`config.mk`:
```
export PLATFORM = sky130hd
export DESIGN_NAME = i2c_seven_segment_display_controller_unit
export DESIGN_NICKNAME = d
export VERILOG_FILES = /design/src/sv/i2cssd_pkg.sv /design/src/sv/i2cssd_front.sv /design/src/sv/i2cssd_queue.sv /design/src/sv/i2cssd_back.sv /design/src/sv/i2c_seven_segment_display_controller_unit.sv
export SDC_FILE = /design/constraint.sdc
export NUM_CORES = 1
export LEC_CHECK = 0
export ABC_AREA = 1
export BUFFER_PORTS_ARGS = -buffer_cell sky130_fd_sc_hd__buf_4
export CAP_MARGIN = 10
export CORE_ASPECT_RATIO = 1.5
export CORE_MARGIN = 5
export CORE_UTILIZATION = 60
export DETAILED_ROUTE_END_ITERATION = 8
export PLACE_DENSITY = 0.78
export SLEW_MARGIN = 40
export SYNTH_ARGS = -nofsm -noshare
export SYNTH_HDL_FRONTEND = slang
export SYNTH_SLANG_ARGS = --single-unit
```
`constraint.sdc`:
```
create_clock -name clock -period 9.9 [get_ports clock]
set_input_delay 1.98 -clock clock [delete_from_list [all_inputs] [get_ports clock]]
set_output_delay 1.98 -clock clock [all_outputs]
set_load 0.02 [all_outputs]
```
`src/sv/i2cssd_pkg.sv`:
```
// Package: shared types, command codes and the segment pattern table.
`timescale 1ns / 1ps
package i2cssd_pkg;

   // Event codes on the request channel
   localparam logic [1:0] CMD_BYTE   = 2'd0;
   localparam logic [1:0] CMD_STOP   = 2'd1;
   localparam logic [1:0] CMD_TICK   = 2'd2;
   localparam logic [1:0] CMD_UNUSED = 2'd3;

   // Configuration register indexes
   localparam logic [1:0] CSR_COLON_BLINK_EN = 2'd0;
   localparam logic [1:0] CSR_BLINK_FRAMES   = 2'd1;
   localparam logic [1:0] CSR_STARTUP_TICKS  = 2'd2;

   localparam int unsigned CSR_DATA_WIDTH = 9;

   // Configuration reset values
   localparam logic [7:0] BLINK_FRAMES_RESET  = 8'd50;
   localparam logic [8:0] STARTUP_TICKS_RESET = 9'd300;

   // Default last receive buffer index
   localparam int unsigned LAST_RX_INDEX_DEFAULT = 5;

   // Digit codes
   localparam logic [3:0] BLANK_CODE = 4'd10;
   localparam logic [3:0] EIGHT_CODE = 4'd8;
   localparam logic [3:0] ZERO_CODE  = 4'd0;

   // Front-to-back queue depth
   localparam int unsigned QUEUE_DEPTH = 2;

   // Operation kinds carried through the queue
   localparam logic [1:0] KIND_BYTE = 2'd0;
   localparam logic [1:0] KIND_STOP = 2'd1;
   localparam logic [1:0] KIND_TICK = 2'd2;
   localparam logic [1:0] KIND_NOP  = 2'd3;

   typedef logic [3:0][3:0] codes_type;

   // One classified event, front to back
   typedef struct packed {
      logic [1:0] kind;
      logic       ack;
      logic       update;
      codes_type  codes;
   } op_type;

   // Segment pattern per digit code; codes ten and above show the blank pattern
   function automatic logic [7:0] seg_pattern(input logic [3:0] code);
      logic [7:0] pat;
      unique case (code)
         4'd0:    pat = 8'h7F;
         4'd1:    pat = 8'h0E;
         4'd2:    pat = 8'hB7;
         4'd3:    pat = 8'h9F;
         4'd4:    pat = 8'hCE;
         4'd5:    pat = 8'hDD;
         4'd6:    pat = 8'hFD;
         4'd7:    pat = 8'h0F;
         4'd8:    pat = 8'hFF;
         4'd9:    pat = 8'hDF;
         default: pat = 8'h04;
      endcase
      return pat;
   endfunction

endpackage

```
`src/sv/i2cssd_front.sv`:
```
// Front end: receive buffer, ACK generation and command decode at stop.
`timescale 1ns / 1ps
module i2cssd_front #(
   parameter int unsigned LAST_RX_INDEX = i2cssd_pkg::LAST_RX_INDEX_DEFAULT
) (
   input  logic                clock,
   input  logic                reset,
   input  logic                in_valid,
   output logic                in_ready,
   input  logic [1:0]          in_command,
   input  logic [7:0]          in_rx_byte,
   output logic                push,
   output i2cssd_pkg::op_type  push_op,
   input  logic                queue_full
);
   import i2cssd_pkg::*;

   localparam int unsigned DEPTH   = LAST_RX_INDEX + 1;
   localparam int unsigned CNT_W   = $clog2(DEPTH + 1);
   localparam int unsigned IDX_W   = $clog2(DEPTH);
   localparam logic [CNT_W-1:0] LAST_CNT = CNT_W'(LAST_RX_INDEX);

   // Value / 10 for values up to 99 (reciprocal multiply)
   function automatic logic [3:0] tens_of(input logic [7:0] v);
      logic [15:0] p;
      p = {8'd0, v} * 16'd205;
      return p[14:11];
   endfunction

   // Value % 10 for values up to 99
   function automatic logic [3:0] ones_of(input logic [7:0] v);
      logic [7:0] t;
      t = v - ({4'd0, tens_of(v)} * 8'd10);
      return t[3:0];
   endfunction

   // Value / 100 for a full byte
   function automatic logic [1:0] hundreds_of(input logic [7:0] v);
      logic [15:0] p;
      p = {8'd0, v} * 16'd41;
      return p[13:12];
   endfunction

   function automatic logic [3:0] clamp_code(input logic [7:0] v);
      return (v > 8'(BLANK_CODE)) ? BLANK_CODE : v[3:0];
   endfunction

   logic [7:0]       rx_buffer_ff [DEPTH];
   logic [CNT_W-1:0] rx_count_ff;
   logic [CNT_W-1:0] rx_count_in;
   logic             accept;
   logic             room;
   logic [7:0]       rem100;
   logic [7:0]       b1;
   logic [7:0]       b2;
   op_type           op;

   assign in_ready = !queue_full;
   assign accept   = in_valid && in_ready;
   assign room     = rx_count_ff <= LAST_CNT;
   assign b1       = rx_buffer_ff[1];
   assign b2       = rx_buffer_ff[2];
   assign rem100   = b1 - ({6'd0, hundreds_of(b1)} * 8'd100);

   // Classify the event and decode the message on a stop
   always_comb begin
      op        = '0;
      op.kind   = KIND_NOP;
      op.codes  = '0;
      rx_count_in = rx_count_ff;
      unique case (in_command)
         CMD_BYTE: begin
            op.kind = KIND_BYTE;
            if (room) begin
               rx_count_in = rx_count_ff + CNT_W'(1);
               op.ack      = rx_count_ff < LAST_CNT;
            end
         end
         CMD_STOP: begin
            op.kind     = KIND_STOP;
            rx_count_in = '0;
            unique case (rx_buffer_ff[0])
               8'd1: begin
                  op.update = 1'b1;
                  if (rx_buffer_ff[5][7]) begin
                     op.codes[0] = clamp_code(rx_buffer_ff[1]);
                     op.codes[1] = clamp_code(rx_buffer_ff[2]);
                     op.codes[2] = clamp_code(rx_buffer_ff[3]);
                     op.codes[3] = clamp_code(rx_buffer_ff[4]);
                  end else begin
                     op.codes = {4{BLANK_CODE}};
                  end
               end
               8'd2: begin
                  op.update = 1'b1;
                  if (b1 <= 8'd99) begin
                     op.codes[0] = tens_of(b1);
                     op.codes[1] = ones_of(b1);
                  end else begin
                     op.codes[0] = BLANK_CODE;
                     op.codes[1] = BLANK_CODE;
                  end
                  if (b2 <= 8'd99) begin
                     op.codes[2] = tens_of(b2);
                     op.codes[3] = ones_of(b2);
                  end else begin
                     op.codes[2] = BLANK_CODE;
                     op.codes[3] = BLANK_CODE;
                  end
               end
               8'd3: begin
                  op.update   = 1'b1;
                  op.codes[0] = ZERO_CODE;
                  op.codes[1] = {2'd0, hundreds_of(b1)};
                  op.codes[2] = tens_of(rem100);
                  op.codes[3] = ones_of(rem100);
               end
               default: op.update = 1'b0;
            endcase
         end
         CMD_TICK: op.kind = KIND_TICK;
         default:  op.kind = KIND_NOP;
      endcase
   end

   assign push    = accept;
   assign push_op = op;

   // Receive count
   always_ff @(posedge clock) begin
      if (reset) begin
         rx_count_ff <= '0;
      end else if (accept) begin
         rx_count_ff <= rx_count_in;
      end
   end

   // Receive buffer storage
   always_ff @(posedge clock) begin
      if (accept && in_command == CMD_BYTE && room) begin
         rx_buffer_ff[rx_count_ff[IDX_W-1:0]] <= in_rx_byte;
      end
   end

endmodule

```
`src/sv/i2cssd_queue.sv`:
```
// Two-entry queue between the front end and the display back end.
`timescale 1ns / 1ps
module i2cssd_queue (
   input  logic                clock,
   input  logic                reset,
   input  logic                push,
   input  i2cssd_pkg::op_type  push_op,
   output logic                full,
   output logic                not_empty,
   input  logic                pop,
   output i2cssd_pkg::op_type  head_op
);
   import i2cssd_pkg::*;

   localparam int unsigned PTR_W = (QUEUE_DEPTH > 1) ? $clog2(QUEUE_DEPTH) : 1;
   localparam int unsigned CNT_W = $clog2(QUEUE_DEPTH + 1);

   op_type           slot_ff [QUEUE_DEPTH];
   logic [PTR_W-1:0] wr_ptr_ff;
   logic [PTR_W-1:0] rd_ptr_ff;
   logic [CNT_W-1:0] count_ff;
   logic             do_pop;

   assign full      = count_ff == CNT_W'(QUEUE_DEPTH);
   assign not_empty = count_ff != '0;
   assign do_pop    = pop && not_empty;
   assign head_op   = slot_ff[rd_ptr_ff];

   // Pointers and fill count
   always_ff @(posedge clock) begin
      if (reset) begin
         wr_ptr_ff <= '0;
         rd_ptr_ff <= '0;
         count_ff  <= '0;
      end else begin
         if (push) begin
            wr_ptr_ff <= (wr_ptr_ff == PTR_W'(QUEUE_DEPTH - 1)) ? '0 : wr_ptr_ff + PTR_W'(1);
         end
         if (do_pop) begin
            rd_ptr_ff <= (rd_ptr_ff == PTR_W'(QUEUE_DEPTH - 1)) ? '0 : rd_ptr_ff + PTR_W'(1);
         end
         if (push && !do_pop) begin
            count_ff <= count_ff + CNT_W'(1);
         end else if (do_pop && !push) begin
            count_ff <= count_ff - CNT_W'(1);
         end
      end
   end

   // Entry storage
   always_ff @(posedge clock) begin
      if (push) begin
         slot_ff[wr_ptr_ff] <= push_op;
      end
   end

endmodule

```
`src/sv/i2cssd_back.sv`:
```
// Back end: digit codes, scan sequencer, colon blink, start-up test, result register.
`timescale 1ns / 1ps
module i2cssd_back (
   input  logic                clock,
   input  logic                reset,
   input  logic                csr_write_en,
   input  logic [1:0]          csr_index,
   input  logic [i2cssd_pkg::CSR_DATA_WIDTH-1:0] csr_wdata,
   input  logic                op_valid,
   input  i2cssd_pkg::op_type  op,
   output logic                op_pop,
   output logic                out_valid,
   input  logic                out_ready,
   output logic                out_ack,
   output logic [7:0]          out_segments,
   output logic [4:0]          out_digit_select,
   output logic                out_colon_on
);
   import i2cssd_pkg::*;

   localparam logic [2:0] COLON_PHASE = 3'd4;

   // Configuration registers
   logic       blink_en_ff;
   logic [7:0] blink_frames_ff;
   logic [8:0] startup_ticks_ff;

   // Display state
   codes_type  codes_ff, codes_in;
   logic [2:0] phase_ff, phase_in;
   logic [7:0] frame_ff, frame_in;
   logic       colon_ff, colon_in;
   logic [8:0] start_cnt_ff, start_cnt_in;
   logic       start_active_ff, start_active_in;
   logic       seen_ff, seen_in;
   logic [7:0] latch_ff, latch_in;

   // Result register
   logic       rsp_valid_ff;
   logic       rsp_ack_ff;
   logic [7:0] rsp_seg_ff;
   logic [4:0] rsp_sel_ff;
   logic       rsp_colon_ff;
   logic [4:0] sel_in;

   logic       step;
   logic [8:0] cnt_next;
   logic [7:0] frame_next;

   assign op_pop     = op_valid && (!rsp_valid_ff || out_ready);
   assign step       = op_pop;
   assign cnt_next   = start_cnt_ff + 9'd1;
   assign frame_next = frame_ff + 8'd1;

   // Next display state for the operation at the queue head
   always_comb begin
      codes_in        = codes_ff;
      phase_in        = phase_ff;
      frame_in        = frame_ff;
      colon_in        = colon_ff;
      start_cnt_in    = start_cnt_ff;
      start_active_in = start_active_ff;
      seen_in         = seen_ff;
      latch_in        = latch_ff;
      sel_in          = '0;
      if (op.kind == KIND_STOP && op.update) begin
         codes_in = op.codes;
         seen_in  = 1'b1;
      end
      if (op.kind == KIND_TICK) begin
         // start-up test timeout
         if (start_active_ff) begin
            start_cnt_in = cnt_next;
            if (cnt_next >= startup_ticks_ff) begin
               if (!seen_ff) begin
                  codes_in = {4{ZERO_CODE}};
               end
               start_active_in = 1'b0;
               start_cnt_in    = '0;
            end
         end
         // scan one line
         if (phase_ff < COLON_PHASE) begin
            latch_in = seg_pattern(codes_in[phase_ff[1:0]]);
            sel_in   = 5'd1 << phase_ff;
            phase_in = phase_ff + 3'd1;
         end else begin
            frame_in = frame_next;
            if (blink_en_ff) begin
               if (frame_next > blink_frames_ff) begin
                  colon_in = !colon_ff;
                  frame_in = '0;
               end
            end else begin
               colon_in = 1'b0;
            end
            sel_in   = 5'b10000;
            phase_in = '0;
         end
      end
   end

   // Configuration writes
   always_ff @(posedge clock) begin
      if (reset) begin
         blink_en_ff      <= 1'b0;
         blink_frames_ff  <= BLINK_FRAMES_RESET;
         startup_ticks_ff <= STARTUP_TICKS_RESET;
      end else if (csr_write_en) begin
         unique case (csr_index)
            CSR_COLON_BLINK_EN: blink_en_ff      <= csr_wdata[0];
            CSR_BLINK_FRAMES:   blink_frames_ff  <= csr_wdata[7:0];
            CSR_STARTUP_TICKS:  startup_ticks_ff <= csr_wdata[8:0];
            default:            ;
         endcase
      end
   end

   // Display state update
   always_ff @(posedge clock) begin
      if (reset) begin
         codes_ff        <= {4{EIGHT_CODE}};
         phase_ff        <= '0;
         frame_ff        <= '0;
         colon_ff        <= 1'b0;
         start_cnt_ff    <= '0;
         start_active_ff <= 1'b1;
         seen_ff         <= 1'b0;
         latch_ff        <= '0;
      end else if (step) begin
         codes_ff        <= codes_in;
         phase_ff        <= phase_in;
         frame_ff        <= frame_in;
         colon_ff        <= colon_in;
         start_cnt_ff    <= start_cnt_in;
         start_active_ff <= start_active_in;
         seen_ff         <= seen_in;
         latch_ff        <= latch_in;
      end
   end

   // Result valid
   always_ff @(posedge clock) begin
      if (reset) begin
         rsp_valid_ff <= 1'b0;
      end else if (step) begin
         rsp_valid_ff <= 1'b1;
      end else if (out_ready) begin
         rsp_valid_ff <= 1'b0;
      end
   end

   // Result payload
   always_ff @(posedge clock) begin
      if (step) begin
         rsp_ack_ff   <= (op.kind == KIND_BYTE) && op.ack;
         rsp_seg_ff   <= latch_in;
         rsp_sel_ff   <= sel_in;
         rsp_colon_ff <= colon_in;
      end
   end

   assign out_valid        = rsp_valid_ff;
   assign out_ack          = rsp_ack_ff;
   assign out_segments     = rsp_seg_ff;
   assign out_digit_select = rsp_sel_ff;
   assign out_colon_on     = rsp_colon_ff;

endmodule

```
`src/sv/i2c_seven_segment_display_controller_unit.sv`:
```
// Top level: four-digit seven-segment display controller behind a slave event stream.
`timescale 1ns / 1ps
// Takes one event per transfer (write byte, stop, scan tick) and returns one result per event,
// in order. A new event can be accepted every cycle while the two-entry queue is not full. The
// front end classifies the event combinationally and writes it into the queue; the back end
// pops it, applies it to the display state and loads the result register, one event per cycle,
// so sustained throughput is one event per clock whenever rsp_ready is high. Write bytes fill
// a receive buffer of LAST_RX_INDEX+1 bytes and are acknowledged only while a slot stays free
// after them; a stop decodes the buffer into the four digit codes, as byte 0 selects. Each
// tick drives the next of five scan lines (four digits, then the colon). Configuration writes
// take effect at once and are meant to be issued only while no events are in flight.
module i2c_seven_segment_display_controller_unit #(
   parameter int unsigned LAST_RX_INDEX = i2cssd_pkg::LAST_RX_INDEX_DEFAULT
) (
   input  logic                                  clock,
   input  logic                                  reset,
   input  logic                                  req_valid,
   output logic                                  req_ready,
   input  logic [1:0]                            req_command,
   input  logic [7:0]                            req_rx_byte,
   output logic                                  rsp_valid,
   input  logic                                  rsp_ready,
   output logic                                  rsp_ack,
   output logic [7:0]                            rsp_segments,
   output logic [4:0]                            rsp_digit_select,
   output logic                                  rsp_colon_on,
   input  logic                                  csr_write_en,
   input  logic [1:0]                            csr_index,
   input  logic [i2cssd_pkg::CSR_DATA_WIDTH-1:0] csr_wdata
);
   import i2cssd_pkg::*;

   logic   push;
   op_type push_op;
   logic   queue_full;
   logic   queue_not_empty;
   logic   pop;
   op_type head_op;

   i2cssd_front #(
      .LAST_RX_INDEX(LAST_RX_INDEX)
   ) u_front (
      .clock      (clock),
      .reset      (reset),
      .in_valid   (req_valid),
      .in_ready   (req_ready),
      .in_command (req_command),
      .in_rx_byte (req_rx_byte),
      .push       (push),
      .push_op    (push_op),
      .queue_full (queue_full)
   );

   i2cssd_queue u_queue (
      .clock     (clock),
      .reset     (reset),
      .push      (push),
      .push_op   (push_op),
      .full      (queue_full),
      .not_empty (queue_not_empty),
      .pop       (pop),
      .head_op   (head_op)
   );

   i2cssd_back u_back (
      .clock            (clock),
      .reset            (reset),
      .csr_write_en     (csr_write_en),
      .csr_index        (csr_index),
      .csr_wdata        (csr_wdata),
      .op_valid         (queue_not_empty),
      .op               (head_op),
      .op_pop           (pop),
      .out_valid        (rsp_valid),
      .out_ready        (rsp_ready),
      .out_ack          (rsp_ack),
      .out_segments     (rsp_segments),
      .out_digit_select (rsp_digit_select),
      .out_colon_on     (rsp_colon_on)
   );

endmodule
```
==> qor.csv <==
metric,value,unit
syn_nets,1765,
Hold Crit Class,reg2reg,
core footprint,20900,um2
critical path arrival,8.41,ns
die area,24200,um2
min Tclk post-route,8.226,ns
Max Fclk,0.1216,GHz
Post-Syn Area per Cell,8.446,um2
vias in the first global route,10130,
Max Slew Vio Count,0,
die width,128.7,um
Tcrit/Tclk final,83.09,%
leakage,6.851,nW
Max stage delay on crit path,0.58,ns
Vias/cell,5.463,
Slowest cell on crit path,edfxtp_1,
Starting DRT DRC Count,632,
hold path depth,1,
Final ANT Viol Nets,0,
WS Path Type,reg2reg,
row cnt,65,
Fill cells,1729,
Total Routed Length,27.17,mm
sequential area share after synthesis,34.43,%
DP Cell Count,1798,
Cell Pwr Density,176.3,nW/um2
drt pass-1 iters,5,
IO buf count,42,
"EDFF count, synth",96,
Gate Count Post-Synth,1501,
Layout Skew,0.01043,ns
ys async rst share,0,%
final setup fails,0,
crit path max fanout,11,
"Distinct cells, synth",46,
total congestion overflow,0,
Max-cap violations,0,
setup TNS,0,ns
CTS Sinks,170,
slew margin rel.,50.18,%
initial core utilization,60.65,%
# hold bufs at CTS,0,
Synth Warn #,0,
Area Growth Syn to Fin,9.564,%
Slew @ Worst Pin,0.7411,ns
"most common cell after layout, fill and taps aside",nand2_1,
clk root buf,clkbuf_16,
Hold Slack,0.4510,ns
mapped cell area,12680,um2
Post-CTS Setup Inserts,0,
Final Hold Fails,0,
Crit. End Element,flip-flop,
post-synthesis register bit count,170,
Startpoint Class,flip-flop,
wire per inst,14.85,um
Worst Reg-to-Reg Cells,49,
worst ir drop on vdd,0.1484,mV
"Top FF cell, synth",edfxtp_1,
Layout Nets,1813,
"most used cell, CP",nand2_1,
dpl hpwl,21.56,mm
status,completed,
insertion delay to the later sink of the worst-skew pair,0.44,ns
via count,9997,
TritonCTS buffer count,17,
CTS resizes,0,
# diodes,0,
die height,188.0,um
first-pass GRT wire length,45.88,mm
initial antenna violation count,0,
Final Instance Count excl. Fillers,1830,
Boundary Pins,43,
CTS tree,built,
most frequent cells in the layout,"nand2_1, inv_1, ha_1, edfxtp_1, nand3_1",
largest net degree at the start of global routing,44,
Pwr Total,0.002449,W
Worst EP required,10.09,ns
Worst-path clk slew,0.07,ns
GPL Wtd Cong,0.9489,
share of layout cells above drive strength 1,7.682,%
Remaining DRCs,0,
H-tree lvl count,4,
GRT Overall Usage,23.41,%
Max clock buf depth,2,
RSZ-0062 raised after global routing,no,
==> through the flow <==
| step | instance area, um2 | setup WS, ns | util, % |
|---|---|---|---|
| CTS | 13890 | 1.711 | 66.45 |
| floorplan | 12680 | 2.375 | - |
| global placement | 13290 | 1.964 | 63.59 |
| finish | 13890 | 1.674 | 66.45 |
| detailed placement | 13310 | 1.746 | 63.66 |
| global route | 13890 | 0.9933 | 66.45 |
==> synth_stat cells (all sizes together) (3+ instances only) <==
master | count | area, um2
a21oi | 92 | 471.7
or2 | 6 | 37.54
nand3b | 12 | 90.09
clkbuf | 15 | 56.30
a31oi | 7 | 43.79
nand2 | 298 | 1139
fa | 36 | 720.7
a21o | 6 | 45.04
xor2 | 14 | 122.6
ha | 202 | 2527
o21bai | 4 | 30.03
nand3 | 99 | 548.0
o31ai | 3 | 22.52
nand4 | 20 | 125.1
edfxtp | 96 | 2883
o21ai | 53 | 272.8
a2bb2oi | 3 | 26.28
dfxtp | 74 | 1481
buf | 8 | 55.05
o221ai | 6 | 52.55
a211oi | 4 | 30.03
xnor2 | 14 | 122.6
a21boi | 5 | 37.54
nor2 | 92 | 352.8
o211ai | 14 | 115.1
nor3 | 14 | 70.07
nor4 | 8 | 56.30
inv | 287 | 1077
==> final timing paths <==
| check | start | endpoint | slack (ns) |
|---|---|---|---|
| setup / recovery | u_front.rx_buffer_ff[1][3] | u_queue.slot_ff[1][15] | 1.67 |
| hold / removal | u_queue.rd_ptr_ff | u_queue.rd_ptr_ff | 0.45 |
| setup reg to reg | u_front.rx_buffer_ff[1][3] | u_queue.slot_ff[1][15] | 1.67 |
| hold reg to reg | u_queue.rd_ptr_ff | u_queue.rd_ptr_ff | 0.45 |
==> final cells by class <==
| cell class | instances | area (um2) | share of cell area [%] |
|---|---|---|---|
| tap | 268 | 335.3 | 2.414 |
| inverter | 288 | 1081 | 7.783 |
| clock inverter | 15 | 157.7 | 1.135 |
| clock buffer | 17 | 425.4 | 3.063 |
| sequential | 170 | 4364 | 31.42 |
| timing repair buffer | 52 | 397.9 | 2.865 |
| multi-input combinational | 1020 | 7128 | 51.32 |
==> cells by family after synthesis <==
logic type / Yosys count / synth area share [%]
AO/OA/AOI/OAI: 205 / 9.534
flip-flops: 170 / 34.43
AND/OR/NAND/NOR: 549 / 19.08
XOR/XNOR: 28 / 1.935
buffers and inverters: 311 / 9.406
adder cells (fa/ha/maj): 238 / 25.62
==> worst max-delay path: cells and delay by family, from the launching register on <==
kind | cells | cell delay, ns
AND/OR/NAND/NOR | 21 | 1.82
XOR/XNOR | 1 | 0.15
AO/OA/AOI/OAI | 2 | 0.27
flip-flops | 1 | 0.58
adder cells (fa/ha/maj) | 13 | 4.51
buffers and inverters | 12 | 0.60
==> metal layers <==
| metal | global-route usage [%] | part of all wire, % | vias to the layer above |
|---|---|---|---|
| met5 | 0 | 0 | - |
| met4 | 11.48 | 4.8 | 0 |
| met3 | 3.420 | 3.7 | 91 |
| met2 | 44.05 | 54 | 256 |
| met1 | 24.77 | 38 | 4615 |
| li1 | - | - | 5035 |
==> sequential cells by signal, summed over array words and instances, names as in the netlist, 2 cells and up, named ones only <==
register / flops
u_front.rx_buffer_ff: 41
u_back.startup_ticks_ff: 9
u_back.start_cnt_ff: 9
u_queue.count_ff: 2
u_back.latch_ff: 8
u_back.phase_ff: 3
u_back.blink_frames_ff: 8
u_back.frame_ff: 8
u_back.out_digit_select: 5
u_front.rx_count_ff: 3
u_back.codes_ff: 16
u_back.out_segments: 8
u_queue.slot_ff: 40
==> where the power goes <==
part	leakage (nW)	switching, W	internal (W)	total, W
combinational	5.06	0.000577	0.000303	0.000880
sequential	1.51	0.0000432	0.000877	0.000921
clock	0.280	0.000313	0.000335	0.000648
total	6.85	0.000933	0.00152	0.00245
Power figures use the tool's default switching activity.
